### src/sv/kcu_pkg.sv
// Package: payload types, command/status types and fixed widths for the unranking block.
`timescale 1ns / 1ps

package kcu_pkg;

  localparam int unsigned SYM_W  = 7;
  localparam int unsigned RANK_W = 30;
  localparam int unsigned PAT_W  = 64;

  typedef struct packed {
    logic [SYM_W-1:0]  dash_count;
    logic [SYM_W-1:0]  dot_count;
    logic [RANK_W-1:0] rank;
  } in_t;

  typedef struct packed {
    logic [PAT_W-1:0] pattern;
    logic [SYM_W-1:0] word_length;
    logic             error;
  } out_t;

  // Table read address source
  typedef enum logic [1:0] {
    RD_FILL,
    RD_CHECK,
    RD_NEXT
  } rd_sel_e;

  typedef struct packed {
    logic    load;
    logic    fill;
    logic    step;
    logic    fin_ok;
    logic    fin_err;
    rd_sel_e rd_sel;
  } cmd_t;

  typedef struct packed {
    logic fill_last;
    logic too_long;
    logic rank_big;
    logic n_zero;
    logic walk_last;
  } stat_t;

endpackage

### src/sv/kcu_ctrl.sv
// Controller: table fill after reset, length and rank check and one-symbol-per-cycle walk.
`timescale 1ns / 1ps

module kcu_ctrl (
  input  logic          clk_i,
  input  logic          rst_ni,
  input  logic          start_i,
  input  kcu_pkg::stat_t stat_i,
  output kcu_pkg::cmd_t cmd_o,
  output logic          busy_o,
  output logic          done_o
);

  typedef enum logic [2:0] {
    S_FILL,
    S_IDLE,
    S_CHK_RD,
    S_CHK,
    S_WALK
  } state_e;

  state_e state_q, state_d;
  logic   busy_q, busy_d;
  logic   done_q, done_d;

  always_comb begin
    state_d       = state_q;
    busy_d        = busy_q;
    done_d        = 1'b0;
    cmd_o         = '0;
    cmd_o.rd_sel  = kcu_pkg::RD_NEXT;
    case (state_q)
      S_FILL: begin
        cmd_o.fill   = 1'b1;
        cmd_o.rd_sel = kcu_pkg::RD_FILL;
        if (stat_i.fill_last) begin
          state_d = S_IDLE;
          busy_d  = 1'b0;
        end
      end
      S_IDLE: begin
        if (start_i) begin
          cmd_o.load = 1'b1;
          state_d    = S_CHK_RD;
          busy_d     = 1'b1;
        end
      end
      S_CHK_RD: begin
        cmd_o.rd_sel = kcu_pkg::RD_CHECK;
        if (stat_i.too_long) begin
          cmd_o.fin_err = 1'b1;
          state_d       = S_IDLE;
          busy_d        = 1'b0;
          done_d        = 1'b1;
        end else begin
          state_d = S_CHK;
        end
      end
      S_CHK: begin
        if (stat_i.rank_big) begin
          cmd_o.fin_err = 1'b1;
          state_d       = S_IDLE;
          busy_d        = 1'b0;
          done_d        = 1'b1;
        end else if (stat_i.n_zero) begin
          cmd_o.fin_ok = 1'b1;
          state_d      = S_IDLE;
          busy_d       = 1'b0;
          done_d       = 1'b1;
        end else begin
          // first lookup: words of the remaining length that open with a dash
          state_d = S_WALK;
        end
      end
      S_WALK: begin
        cmd_o.step = 1'b1;
        if (stat_i.walk_last) begin
          cmd_o.fin_ok = 1'b1;
          state_d      = S_IDLE;
          busy_d       = 1'b0;
          done_d       = 1'b1;
        end
      end
      default: begin
        state_d = S_IDLE;
        busy_d  = 1'b0;
      end
    endcase
  end

  always_ff @(posedge clk_i or negedge rst_ni) begin
    if (!rst_ni) begin
      state_q <= S_FILL;
      busy_q  <= 1'b1;
      done_q  <= 1'b0;
    end else begin
      state_q <= state_d;
      busy_q  <= busy_d;
      done_q  <= done_d;
    end
  end

  assign busy_o = busy_q;
  assign done_o = done_q;

endmodule

### config.mk
export PLATFORM = sky130hd
export DESIGN_NAME = kcu_ctrl
export DESIGN_NICKNAME = d
export VERILOG_FILES = /design/src/sv/kcu_pkg.sv /design/src/sv/kcu_ctrl.sv
export SDC_FILE = /design/constraint.sdc
export NUM_CORES = 1
export LEC_CHECK = 0
export BUFFER_PORTS_ARGS = -buffer_cell sky130_fd_sc_hd__buf_2
export CAP_MARGIN = 10
export CORE_AREA = 2 2 39 41
export DETAILED_ROUTE_END_ITERATION = 7
export DIE_AREA = 0 0 41 43
export PLACE_DENSITY = 0.51
export REMOVE_ABC_BUFFERS = 1
export SLEW_MARGIN = 20
export SYNTH_ARGS = -nofsm -noshare
export SYNTH_HDL_FRONTEND = slang
export SYNTH_SLANG_ARGS = --single-unit
### constraint.sdc
create_clock -name clk_i -period 2 [get_ports clk_i]
set_clock_uncertainty 0.05 [all_clocks]
set_input_delay 0.1 -clock clk_i [delete_from_list [all_inputs] [get_ports clk_i]]
set_output_delay 0.1 -clock clk_i [all_outputs]
set_load 0.1 [all_outputs]
==> results of run 1 <==
==> worst max-delay path, stage by stage, from the launching register on <==
cell and delay [ps]:
sky130_fd_sc_hd__dfrtp_1 460, sky130_fd_sc_hd__nor2b_1 300, sky130_fd_sc_hd__nand2_1 110, sky130_fd_sc_hd__o32ai_1 130, sky130_fd_sc_hd__buf_2 470
==> kinds of logic after synthesis <==
group,Yosys count
AOI/OAI and AO/OA,11
buffers and inverters,5
DFF,5
muxes,1
and+or+nand+nor,18
==> metal layers <==
layer  routed length [µm]  vias to the layer above
met2                  384                        9
li1                     -                      182
met5                    0                        -
met4                    6                        0
met1                  326                      153
met3                   54                        2
==> cells in the mapped netlist <==
library cell                instances
sky130_fd_sc_hd__o21ai_0            1
sky130_fd_sc_hd__nor2_1             3
sky130_fd_sc_hd__a311o_1            1
sky130_fd_sc_hd__buf_6              1
sky130_fd_sc_hd__dfstp_2            1
sky130_fd_sc_hd__nor3_1             1
sky130_fd_sc_hd__a2bb2oi_1          1
sky130_fd_sc_hd__nor2b_1            2
sky130_fd_sc_hd__mux2_4             1
sky130_fd_sc_hd__a32o_1             1
sky130_fd_sc_hd__and4_1             1
sky130_fd_sc_hd__nor3b_2            1
sky130_fd_sc_hd__a21oi_1            3
sky130_fd_sc_hd__inv_1              2
sky130_fd_sc_hd__o32ai_1            1
sky130_fd_sc_hd__o22ai_1            2
sky130_fd_sc_hd__dfrtp_1            4
sky130_fd_sc_hd__nor3b_1            2
sky130_fd_sc_hd__buf_2              2
sky130_fd_sc_hd__nand2b_1           4
sky130_fd_sc_hd__or2_2              1
sky130_fd_sc_hd__nand2_1            3
sky130_fd_sc_hd__o32a_1             1
==> repair_timing <==
| action | in CTS | in global routing |
|---|---|---|
| setup endpoints to repair | 0 | 0 |
| hold buffers | 1 | 0 |
| gates resized for setup | 0 | 0 |
| endpoints found under the hold margin | 5 | 0 |
==> area by class of cell <==
class | count | area share (%)
inverters | 2 | 1.562
well taps | 16 | 4.167
multi-input cells | 30 | 42.19
clock buffers | 4 | 5.469
repair buffers | 18 | 20.31
flip-flops and latches | 5 | 26.30
==> final timing paths <==
| kind | startpoint | to | slack [ps] | depth (start not counted) |
|---|---|---|---|---|
| min reg2reg | state_q[2]$_DFFE_PN0P_ | state_q[1]$_DFFE_PN0P_ | 570 | 1 |
| min in group asynchronous | rst_ni | state_q[0]$_DFFE_PN0P_ | 150 | 2 |
| max | state_q[2]$_DFFE_PN0P_ | cmd_o[3] | 140 | 4 |
| max reg2reg | state_q[0]$_DFFE_PN0P_ | busy_o$_DFFE_PN1P_ | 560 | 3 |
| max in group asynchronous | rst_ni | busy_o$_DFFE_PN1P_ | 1540 | 2 |
| min | stat_i[0] | state_q[2]$_DFFE_PN0P_ | 120 | 3 |
==> sequential cells by signal, indices dropped and copies added (netlist names) <==
name,cells
done_o,1
state_q,3
busy_o,1
==> metrics by stage <==
step	hold slack, ps	util, %	worst slack [ps]	cell area (µm²)
floorplan	-245.6	-	-1176	336.6
detailed placement	-131.9	32.10	383.4	444.2
global route	143.6	34.72	13.42	480.5
CTS	115.4	34.72	123.5	480.5
finish	120.3	34.72	140.8	480.5
global placement	-133.6	32.10	366.3	444.2
==> results_tabular.tex, run 1 <==
\begin{tabular}{lr}
\hline
Metric & Value \\
\hline
\multicolumn{2}{l}{\textbf{Die}} \\
I/O pin total & 17 \\
Horizontal die dimension & 41 µm \\
Height of the die & 43 µm \\
Core ar. & 1384 µm² \\
Cell row count & 14 \\
Die area & 1763 µm² \\
Starting Density & 25.86\% \\
\multicolumn{2}{l}{\textbf{Worst setup path}} \\
Critical path arrival & 1710 ps \\
Type of element capturing the critical path & output pin \\
Critical path class & reg -> out \\
Type of element launching the critical path & flip-flop \\
Data required time at the worst endpoint & 1850 ps \\
CP Max Fanout & 9 \\
\multicolumn{2}{l}{\textbf{Cells and area}} \\
Signed area change from the synthesized netlist to the final layout & 34.27\% \\
Share of final-layout standard cells stronger than drive strength 1 & 40.68\% \\
Commonest non-fill, non-tap cell in the layout & sky130\_fd\_sc\_hd\_\_buf\_2 \\
Final nets & 68 \\
Area of combinational cells with multiple inputs & 202.7 µm² \\
Ant diodes & 0 \\
Fillcell total & 155 \\
Flip-flop and latch area & 126.4 µm² \\
Commonest non-fill, non-tap cells in the layout & 16 x sky130\_fd\_sc\_hd\_\_buf\_2, 4 x sky130\_fd\_sc\_hd\_\_nand2b\_1, 4 x sky130\_fd\_sc\_hd\_\_dfrtp\_1 \\
Non-filler instance count after layout & 75 \\
\multicolumn{2}{l}{\textbf{Logic synthesis}} \\
Xor/xnor share of the synthesized area & 0\% \\
Complex-gate fraction of the synthesized area & 22.38\% \\
Main combinational cell family by area after synthesis & simple AND/OR/NAND/NOR gates \\
Basic-gate share of the synthesized area counting and, or, nand and nor cells & 30.07\% \\
Biggest area consumer among synthesized cells & sky130\_fd\_sc\_hd\_\_dfrtp\_1 \\
Synth top area cells & sky130\_fd\_sc\_hd\_\_dfrtp\_1 28\%, sky130\_fd\_sc\_hd\_\_dfstp\_2 7.3\%, sky130\_fd\_sc\_hd\_\_nand2b\_1 7.0\% \\
Post-Synthesis Mean Instance Area & 8.946 µm² \\
Number of warnings reported in the yosys synthesis log & 0 \\
Number of standard cells after synthesis & 40 \\
Share of synthesized area occupied by flip-flops and latches & 35.31\% \\
Fraction of synthesized cell area taken by the top area cell type & 27.97\% \\
Total of flip-flops plus latches after synthesis & 5 \\
Post-synthesis cell type count & 23 \\
Multiplexer fraction of the synthesized cell area & 4.196\% \\
Adder-cell area share of the yosys netlist & 0\% \\
Post-synth design cell area & 357.8 µm² \\
\multicolumn{2}{l}{\textbf{CTS}} \\
H-tree lvl count & 1 \\
TritonCTS clock tree & yes \\
Cell chosen for the clock root & sky130\_fd\_sc\_hd\_\_clkbuf\_4 \\
Number of setup buffers added after CTS & 0 \\
TritonCTS buffer count & 3 \\
Clock Sink Count & 5 \\
Clock network latency to the later pin of the worst-skew pair & 240 ps \\
Clock-pin slew on the worst setup and hold paths & 40 ps \\
Max Buffers Root-to-Sink & 2 \\
\multicolumn{2}{l}{\textbf{Placed design}} \\
DP HPWL & 620.9 µm \\
Cell count after placement & 70 \\
Port Buf Inserts & 16 \\
Last weighted congestion value of the routability-driven placer & 0.6742 \\
\multicolumn{2}{l}{\textbf{Global route}} \\
Overflow left after global routing & 0 \\
GRT met2 Usage & 16.56\% \\
Global-route met1 utilization & 10.16\% \\
GRT Overall Usage & 10.30\% \\
Number of antenna violations at the first check in global routing & 0 \\
GRT met3 Usage & 1.571\% \\
Global route hottest layer & met2 \\
Global-route wire length before repair & 1159 µm \\
Maximum number of pins on one net before global-route repair & 17 \\
Number of global-route vias before repair & 307 \\
\multicolumn{2}{l}{\textbf{Hold path}} \\
Worst min path class & in -> reg \\
\multicolumn{2}{l}{\textbf{Job}} \\
Max-capacitance violation count & 0 \\
\multicolumn{2}{l}{\textbf{Outcome}} \\
Status & finished, final reports clean \\
\multicolumn{2}{l}{\textbf{Detailed routing}} \\
Final ANT Viol Nets & 0 \\
Detailed Route WL & 771 µm \\
Number of vias in the routed layout & 346 \\
DR DRC count & 0 \\
WL per Instance & 10.28 µm \\
Per-cell via count in the routed design & 4.613 \\
Number of detailed-route iterations in the first pass & 1 \\
Iter 0 DRT Violations & 0 \\
\multicolumn{2}{l}{\textbf{Timing}} \\
Upper clock frequency limit & 0.5379 GHz \\
Final worst path period share & 92.96\% \\
Number of setup violations in the final report & 0 \\
Setup repair after global routing missed its margin & no \\
Setup Total Neg Slack & 0 ps \\
Post-layout min period & 1859 ps \\
Worst rel slew slack & 67.85\% \\
Slew Viols, Final & 0 \\
Worst slew pin tran & 485.5 ps \\
Final-report hold violation count & 0 \\
\hline
\end{tabular}
Power of run 1 is not shown: default switching activity piles up to over one toggle a cycle in this logic, so the estimate is an artifact.
==> run 2, diff against run 1 <==
--- a/config.mk
+++ b/config.mk
@@ -5,12 +5,12 @@
 export SDC_FILE = /design/constraint.sdc
 export NUM_CORES = 1
 export LEC_CHECK = 0
-export BUFFER_PORTS_ARGS = -buffer_cell sky130_fd_sc_hd__buf_2
 export CAP_MARGIN = 10
 export CORE_AREA = 2 2 39 41
 export DETAILED_ROUTE_END_ITERATION = 7
 export DIE_AREA = 0 0 41 43
-export PLACE_DENSITY = 0.51
+export DONT_BUFFER_PORTS = 1
+export PLACE_DENSITY = 0.4
 export REMOVE_ABC_BUFFERS = 1
 export SLEW_MARGIN = 20
 export SYNTH_ARGS = -nofsm -noshare
==> constraint.sdc (replaced) <==
create_clock -name clk_i -period 2 [get_ports clk_i]
set_clock_uncertainty 0.05 [all_clocks]
set_input_delay 0.1 -clock clk_i [delete_from_list [all_inputs] [get_ports clk_i]]
set_output_delay 0.1 -clock clk_i [all_outputs]
set_load 0.005 [all_outputs]
==> run 2 against run 1 <==
  * Utilization shrank 6.3 points
  * Critical path depth decreased by 1
  * Fmax rose by 20%
==> results_tabular.tex, run 2 (synthesis results as in run 1) <==
\begin{tabular}{lr}
\hline
Metric & Value \\
\hline
\multicolumn{2}{l}{\textbf{Outcome}} \\
Status & finished, final reports clean \\
\multicolumn{2}{l}{\textbf{Timing}} \\
Slew Viols, Final & 0 (unchanged) \\
Worst slew pin tran & 432.2 ps (-53.38 ps) \\
Setup repair after global routing missed its margin & no \\
Final-report hold violation count & 0 (unchanged) \\
Post-layout min period & 1547 ps (-312.3 ps) \\
Setup Total Neg Slack & 0 ps (unchanged) \\
Worst rel slew slack & 71.19\% (+3.3 points) \\
Upper clock frequency limit & 0.6465 GHz (+20\%) \\
Number of setup violations in the final report & 0 (unchanged) \\
Final worst path period share & 77.34\% (-16 points) \\
Worst hold slack & 8.953 ps (-111.3 ps) \\
\multicolumn{2}{l}{\textbf{CTS}} \\
TritonCTS clock tree & yes \\
H-tree lvl count & 1 (unchanged) \\
Clock-pin slew on the worst setup and hold paths & 40 ps (about the same) \\
Number of setup buffers added after CTS & 0 (unchanged) \\
Total of hold buffers inserted after clock tree synthesis & 1 (unchanged) \\
Cell chosen for the clock root & sky130\_fd\_sc\_hd\_\_clkbuf\_4 \\
Max Buffers Root-to-Sink & 2 (unchanged) \\
Clock network latency to the later pin of the worst-skew pair & 230 ps (about the same) \\
Number of cells upsized or downsized after cts & 0 (unchanged) \\
Clock Sink Count & 5 (unchanged) \\
TritonCTS buffer count & 3 (unchanged) \\
\multicolumn{2}{l}{\textbf{Pwr}} \\
Power density over cell area & 1357 nW/µm² \\
Fraction of power consumed by sequential logic & 44.1\% \\
Internal power of the cells & 0.3200 mW \\
Switching share of power & 39.98\% \\
Leakage power of the design & 0.1556 nW \\
Relative contribution of combinational cells to total power & 35.3\% \\
Clock power frac & 20.6\% \\
Worst ir drop on vdd & 460.4 µV \\
Net load switching power & 0.2132 mW \\
\multicolumn{2}{l}{\textbf{Worst setup path}} \\
Data required time at the worst endpoint & 1850 ps (about the same) \\
CP Launch Point & state\_q[1]\$\_DFFE\_PN0P\_ \\
CP Max Fanout & 12 (+3) \\
Type of element capturing the critical path & output pin \\
Slack of the worst reg-to-reg path & 590 ps (+30 ps) \\
Critical path arrival & 1400 ps (-310 ps) \\
Type of element launching the critical path & flip-flop \\
End point of the critical path & cmd\_o[3] \\
Critical R2R Capture & busy\_o\$\_DFFE\_PN1P\_ \\
R2r worst-path depth & 3 (unchanged) \\
R2r startpoint & state\_q[0]\$\_DFFE\_PN0P\_ \\
Critical path class & reg -> out \\
\multicolumn{2}{l}{\textbf{Global route}} \\
Overflow left after global routing & 0 (unchanged) \\
Number of antenna violations at the first check in global routing & 0 (unchanged) \\
Global-route wire length before repair & 1179 µm (+1.7\%) \\
Number of global-route vias before repair & 287 (-6.5\%) \\
Maximum number of pins on one net before global-route repair & 17 (unchanged) \\
GRT Overall Usage & 9.980\% (-0.32 points) \\
\multicolumn{2}{l}{\textbf{Detailed routing}} \\
Per-cell via count in the routed design & 5.121 (+11\%) \\
Detailed Route WL & 785 µm (+1.8\%) \\
Iter 0 DRT Violations & 3 (+3) \\
DR DRC count & 0 (unchanged) \\
WL per Instance & 13.53 µm (+32\%) \\
Final ANT Viol Nets & 0 (unchanged) \\
Number of vias in the routed layout & 297 (-14\%) \\
Number of detailed-route iterations in the first pass & 4 (+3) \\
\multicolumn{2}{l}{\textbf{Cells and area}} \\
Share of final-layout standard cells stronger than drive strength 1 & 16.67\% (-24 points) \\
Ant diodes & 0 (unchanged) \\
Signed area change from the synthesized netlist to the final layout & 9.790\% \\
Final nets & 51 (-25\%) \\
Register with the most flip-flops & state\_q \\
Flip-flop count of the largest register, all copies and words added & 3 (unchanged) \\
Finished Cell Area & 392.9 µm² (-18\%) \\
Commonest non-fill, non-tap cells in the layout & 4 x sky130\_fd\_sc\_hd\_\_nand2b\_1, 4 x sky130\_fd\_sc\_hd\_\_dfrtp\_1 \\
\multicolumn{2}{l}{\textbf{Placed design}} \\
Port Buf Inserts & 0 (-16) \\
Last weighted congestion value of the routability-driven placer & 0.6431 (-4.6\%) \\
DP HPWL & 670.7 µm (+8.0\%) \\
DP Area & 356.6 µm² (-20\%) \\
\multicolumn{2}{l}{\textbf{Job}} \\
Max-capacitance violation count & 0 (unchanged) \\
\multicolumn{2}{l}{\textbf{Die}} \\
Die area & 1763 µm² (unchanged) \\
Cell row count & 14 (unchanged) \\
Horizontal die dimension & 41 µm (unchanged) \\
Core ar. & 1384 µm² (unchanged) \\
I/O pin total & 17 (unchanged) \\
Height of the die & 43 µm (unchanged) \\
Starting Density & 25.86\% (unchanged) \\
\multicolumn{2}{l}{\textbf{Hold path}} \\
Worst min path class & in -> reg \\
\hline
\end{tabular}
run 2: cell types whose count changed in the layout (fill, tap and decap cells not counted), sizes merged:
cell / before / now
buf: 17 / 0
run 2: worst min path at each step:
stage,cells after the start,slack (ps),to,start
after global routing,2,9,state_q[2]$_DFFE_PN0P_,stat_i[0]
after floorplan,0,-250,done_o$_DFF_PN0_,rst_ni
final,2,9,state_q[2]$_DFFE_PN0P_,stat_i[0]
after CTS,2,6,state_q[2]$_DFFE_PN0P_,stat_i[0]
after global placement,0,-250,state_q[0]$_DFFE_PN0P_,rst_ni
after detailed placement,0,-250,state_q[0]$_DFFE_PN0P_,rst_ni
run 2: power by group through the flow:
| stage | clock network (mW) | logic, mW | registers, mW |
|---|---|---|---|
| after floorplan | 0 | 0.159 | 0.213 |
| after global placement | 0 | 0.185 | 0.232 |
| after detailed placement | 0 | 0.190 | 0.236 |
| after CTS | 0.117 | 0.193 | 0.235 |
| after global routing | 0.128 | 0.210 | 0.248 |
| final | 0.110 | 0.188 | 0.235 |
run 2: critical path: stages (launching register included):
cell and delay [ps]:
sky130_fd_sc_hd__dfrtp_1 540, sky130_fd_sc_hd__nor2b_1 320, sky130_fd_sc_hd__nand2_1 110, sky130_fd_sc_hd__o32ai_1 190
run 2: area by class of cell:
cell class              instances  area (µm²)
clock buffers                   4       26.28
fillers                       151       991.0
inverters                       2       7.507
multi-input cells              30       202.7
flip-flops and latches          5       126.4
repair buffers                  1       10.01
well taps                      16       20.02
run 2: metal layers:
metal  up-vias  track usage (%)  share of wire (%)
li1        154                -                  -
met3         0                0                8.8
met1       133            13.36                 40
met2        10            14.37                 51
met4         0            8.000                  0
met5         -                0                  0
run 2: metrics by stage:
| step | setup slack (ps) | power, mW | utilization (%) | instances |
|---|---|---|---|---|
| floorplan | 718.2 | 0.3725 | - | 37 |
| global placement | 617.4 | 0.4175 | 25.77 | 53 |
| detailed placement | 593.0 | 0.4256 | 25.77 | 53 |
| CTS | 433.2 | 0.5443 | 28.39 | 58 |
| global route | 297.4 | 0.5855 | 28.39 | 58 |
| finish | 453.1 | 0.5331 | 28.39 | 58 |
No activity file was read; power rests on OpenSTA's default activity.
==> run 3, diff against run 2 <==
==> constraint.sdc (replaced) <==
create_clock -name clk_i -period 1.6 [get_ports clk_i]
set_clock_uncertainty 0.05 [all_clocks]
set_input_delay 0.08 -clock clk_i [delete_from_list [all_inputs] [get_ports clk_i]]
set_output_delay 0.08 -clock clk_i [all_outputs]
set_load 0.005 [all_outputs]
==> run 3 against run 2 <==
  * Power rose by 34%
  * Die area did not move
  * Cell area rose by 6.4%
  * Combinational power rose by 71%
  * Global-route usage rose by 2.1 points
  * Sequential share of layout area fell by 1.9 points
  * Flip-flop and latch count did not move
  * Register-to-register slack got worse by 280 ps
  * Clock power rose by 36%
  * Worst setup slack got worse by 310 ps
  * First-iteration DRC count rose to 3.0 times the previous value
  * Worst hold slack improved by 8.1 ps
==> results_tabular.tex, run 3 (synthesis results as in run 1) <==
\begin{tabular}{lr}
\hline
Metric & Value \\
\hline
\multicolumn{2}{l}{\textbf{Cells and area}} \\
Fillcell total & 156 (+3.3\%) \\
Finished Cell Area & 417.9 µm² (+6.4\%) \\
Share of final-layout standard cells stronger than drive strength 1 & 20.00\% (+3.3 points) \\
Commonest non-fill, non-tap cells in the layout & 4 x sky130\_fd\_sc\_hd\_\_nand2b\_1, 4 x sky130\_fd\_sc\_hd\_\_dfrtp\_1 \\
Ant diodes & 0 (unchanged) \\
Flip-flop count of the largest register, all copies and words added & 3 (unchanged) \\
Signed area change from the synthesized netlist to the final layout & 16.78\% \\
Register with the most flip-flops & state\_q \\
Final nets & 54 (+5.9\%) \\
\multicolumn{2}{l}{\textbf{Timing}} \\
Post-layout min period & 1455 ps \\
Final worst path period share & 90.96\% \\
Upper clock frequency limit & 0.6871 GHz \\
Final-report hold violation count & 0 (unchanged) \\
Number of setup violations in the final report & 0 (unchanged) \\
Setup Total Neg Slack & 0 ps (unchanged) \\
Setup repair after global routing missed its margin & no \\
Worst hold slack & 17.01 ps (+8.054 ps) \\
Slew Viols, Final & 0 (unchanged) \\
Worst slew pin tran & 334.9 ps (-97.23 ps) \\
Worst rel slew slack & 77.62\% (+6.4 points) \\
\multicolumn{2}{l}{\textbf{Hold path}} \\
Hold-critical path endpoint & done\_o\$\_DFF\_PN0\_ \\
Hold-critical path depth & 2 (unchanged) \\
Hold path startpoint & stat\_i[1] \\
Worst min path class & in -> reg \\
\multicolumn{2}{l}{\textbf{Worst setup path}} \\
R2r worst-path depth & 3 (unchanged) \\
Buffers \& Inverters on Critical Path & 0 (unchanged) \\
CP Max Fanout & 9 (-3) \\
Critical R2R Capture & busy\_o\$\_DFFE\_PN1P\_ \\
WP depth & 3 (unchanged) \\
CP max-delay cell & sky130\_fd\_sc\_hd\_\_dfrtp\_1 \\
Largest delay share family, worst path & flip-flops \\
Type of element capturing the critical path & output pin \\
Type of element launching the critical path & flip-flop \\
Critical path arrival & 1330 ps (-70 ps) \\
Cells along the critical path & nor2b\_1 > nand2\_1 > o32ai\_1 \\
Slack of the worst reg-to-reg path & 310 ps (-280 ps) \\
R2r startpoint & state\_q[2]\$\_DFFE\_PN0P\_ \\
Critical path class & reg -> out \\
Delay contributed by the slowest stage of the critical path & 470 ps (-70 ps) \\
Data required time at the worst endpoint & 1470 ps (-380 ps) \\
\multicolumn{2}{l}{\textbf{CTS}} \\
Clock network latency to the later pin of the worst-skew pair & 250 ps (+20 ps) \\
Total of hold buffers inserted after clock tree synthesis & 2 (+1) \\
Max Buffers Root-to-Sink & 2 (unchanged) \\
Clock Sink Count & 5 (unchanged) \\
TritonCTS buffer count & 3 (unchanged) \\
Number of setup buffers added after CTS & 0 (unchanged) \\
H-tree lvl count & 1 (unchanged) \\
Clock-pin slew on the worst setup and hold paths & 40 ps (about the same) \\
Number of cells upsized or downsized after cts & 0 (unchanged) \\
Cell chosen for the clock root & sky130\_fd\_sc\_hd\_\_clkbuf\_4 \\
TritonCTS clock tree & yes \\
\multicolumn{2}{l}{\textbf{Global route}} \\
Maximum number of pins on one net before global-route repair & 12 (-5) \\
GRT Overall Usage & 12.04\% (+2.1 points) \\
Number of antenna violations at the first check in global routing & 0 (unchanged) \\
Number of global-route vias before repair & 315 (+9.8\%) \\
Global-route wire length before repair & 1359 µm (+15\%) \\
Overflow left after global routing & 0 (unchanged) \\
\multicolumn{2}{l}{\textbf{Detailed routing}} \\
Number of detailed-route iterations in the first pass & 2 (-2) \\
Routed length on met3 & 84 µm (+22\%) \\
Per-cell via count in the routed design & 5.230 (+2.1\%) \\
Number of vias in the routed layout & 319 (+7.4\%) \\
Metal2 WL & 420 µm (+5.0\%) \\
Metal-1 WL & 338 µm (+7.3\%) \\
WL per Instance & 14.33 µm (+5.9\%) \\
Iter 0 DRT Violations & 9 (+6) \\
Detailed Route WL & 874 µm (+11\%) \\
DR DRC count & 0 (unchanged) \\
Top metal layer carrying routed signals & met4 \\
Final ANT Viol Nets & 0 (unchanged) \\
\multicolumn{2}{l}{\textbf{Placed design}} \\
DP HPWL & 663.5 µm (-1.1\%) \\
DP Area & 371.6 µm² (+4.2\%) \\
Last weighted congestion value of the routability-driven placer & 0.6722 (+4.5\%) \\
Port Buf Inserts & 0 (unchanged) \\
\multicolumn{2}{l}{\textbf{Pwr}} \\
Power density over cell area & 1710 nW/µm² (+26\%) \\
Worst ir drop on vdd & 461.8 µV (+0.30\%) \\
Relative contribution of combinational cells to total power & 45.1\% (+9.8 points) \\
Leakage power of the design & 0.1695 nW (+8.9\%) \\
Clock power frac & 21.0\% (+0.4 points) \\
Fraction of power consumed by sequential logic & 34.0\% (-10 points) \\
Net load switching power & 0.2834 mW (+33\%) \\
Switching share of power & 39.65\% (-0.33 points) \\
Overall power consumption & 0.7148 mW (+34\%) \\
Internal power of the cells & 0.4313 mW (+35\%) \\
\multicolumn{2}{l}{\textbf{Job}} \\
Max-capacitance violation count & 0 (unchanged) \\
\multicolumn{2}{l}{\textbf{Die}} \\
Horizontal die dimension & 41 µm (unchanged) \\
Die area & 1763 µm² (unchanged) \\
Core ar. & 1384 µm² (unchanged) \\
Height of the die & 43 µm (unchanged) \\
Cell row count & 14 (unchanged) \\
Starting Density & 25.86\% (unchanged) \\
I/O pin total & 17 (unchanged) \\
\multicolumn{2}{l}{\textbf{Outcome}} \\
Status & finished, final reports clean \\
\hline
\end{tabular}
run 3: routing by layer:
metal	vias up	global-route usage, %
met4	0	12.00
li1	155	-
met2	13	15.94
met3	3	3.141
met1	148	14.52
met5	-	0
run 3: worst max-delay path by stage:
stage                                      start                endpoint  slack (ps)
after floorplan           state_q[0]$_DFFE_PN0P_      busy_o$_DFFE_PN1P_         320
after global placement    state_q[0]$_DFFE_PN0P_  state_q[2]$_DFFE_PN0P_         340
after detailed placement  state_q[0]$_DFFE_PN0P_      busy_o$_DFFE_PN1P_         320
after CTS                 state_q[2]$_DFFE_PN0P_                cmd_o[3]         130
after global routing      state_q[2]$_DFFE_PN0P_                cmd_o[3]          50
final                     state_q[2]$_DFFE_PN0P_                cmd_o[3]         140
run 3: cell type report:
type	count	area [µm²]	share of cell area, %
Timing Repair Buffer	4	35.03	8.383
Tap cell	16	20.02	4.790
Inverter	2	7.507	1.796
Multi-Input combinational cell	30	202.7	48.50
Sequential cell	5	126.4	30.24
Clock buffer	4	26.28	6.287
run 3: through the flow:
stage               util (%)  cells  setup slack (ps)
global placement       26.85     55             340.9
finish                 30.20     61             144.6
detailed placement     26.85     55             319.7
floorplan                  -     37             318.2
global route           30.20     61             54.95
CTS                    30.20     61             134.0
run 3: power groups by stage:
stage	sequential [mW]	clock (mW)	combinational, mW
after global placement	0.241	0	0.323
after floorplan	0.267	0	0.199
after global routing	0.251	0.160	0.364
after CTS	0.243	0.158	0.327
final	0.243	0.150	0.322
after detailed placement	0.244	0	0.318
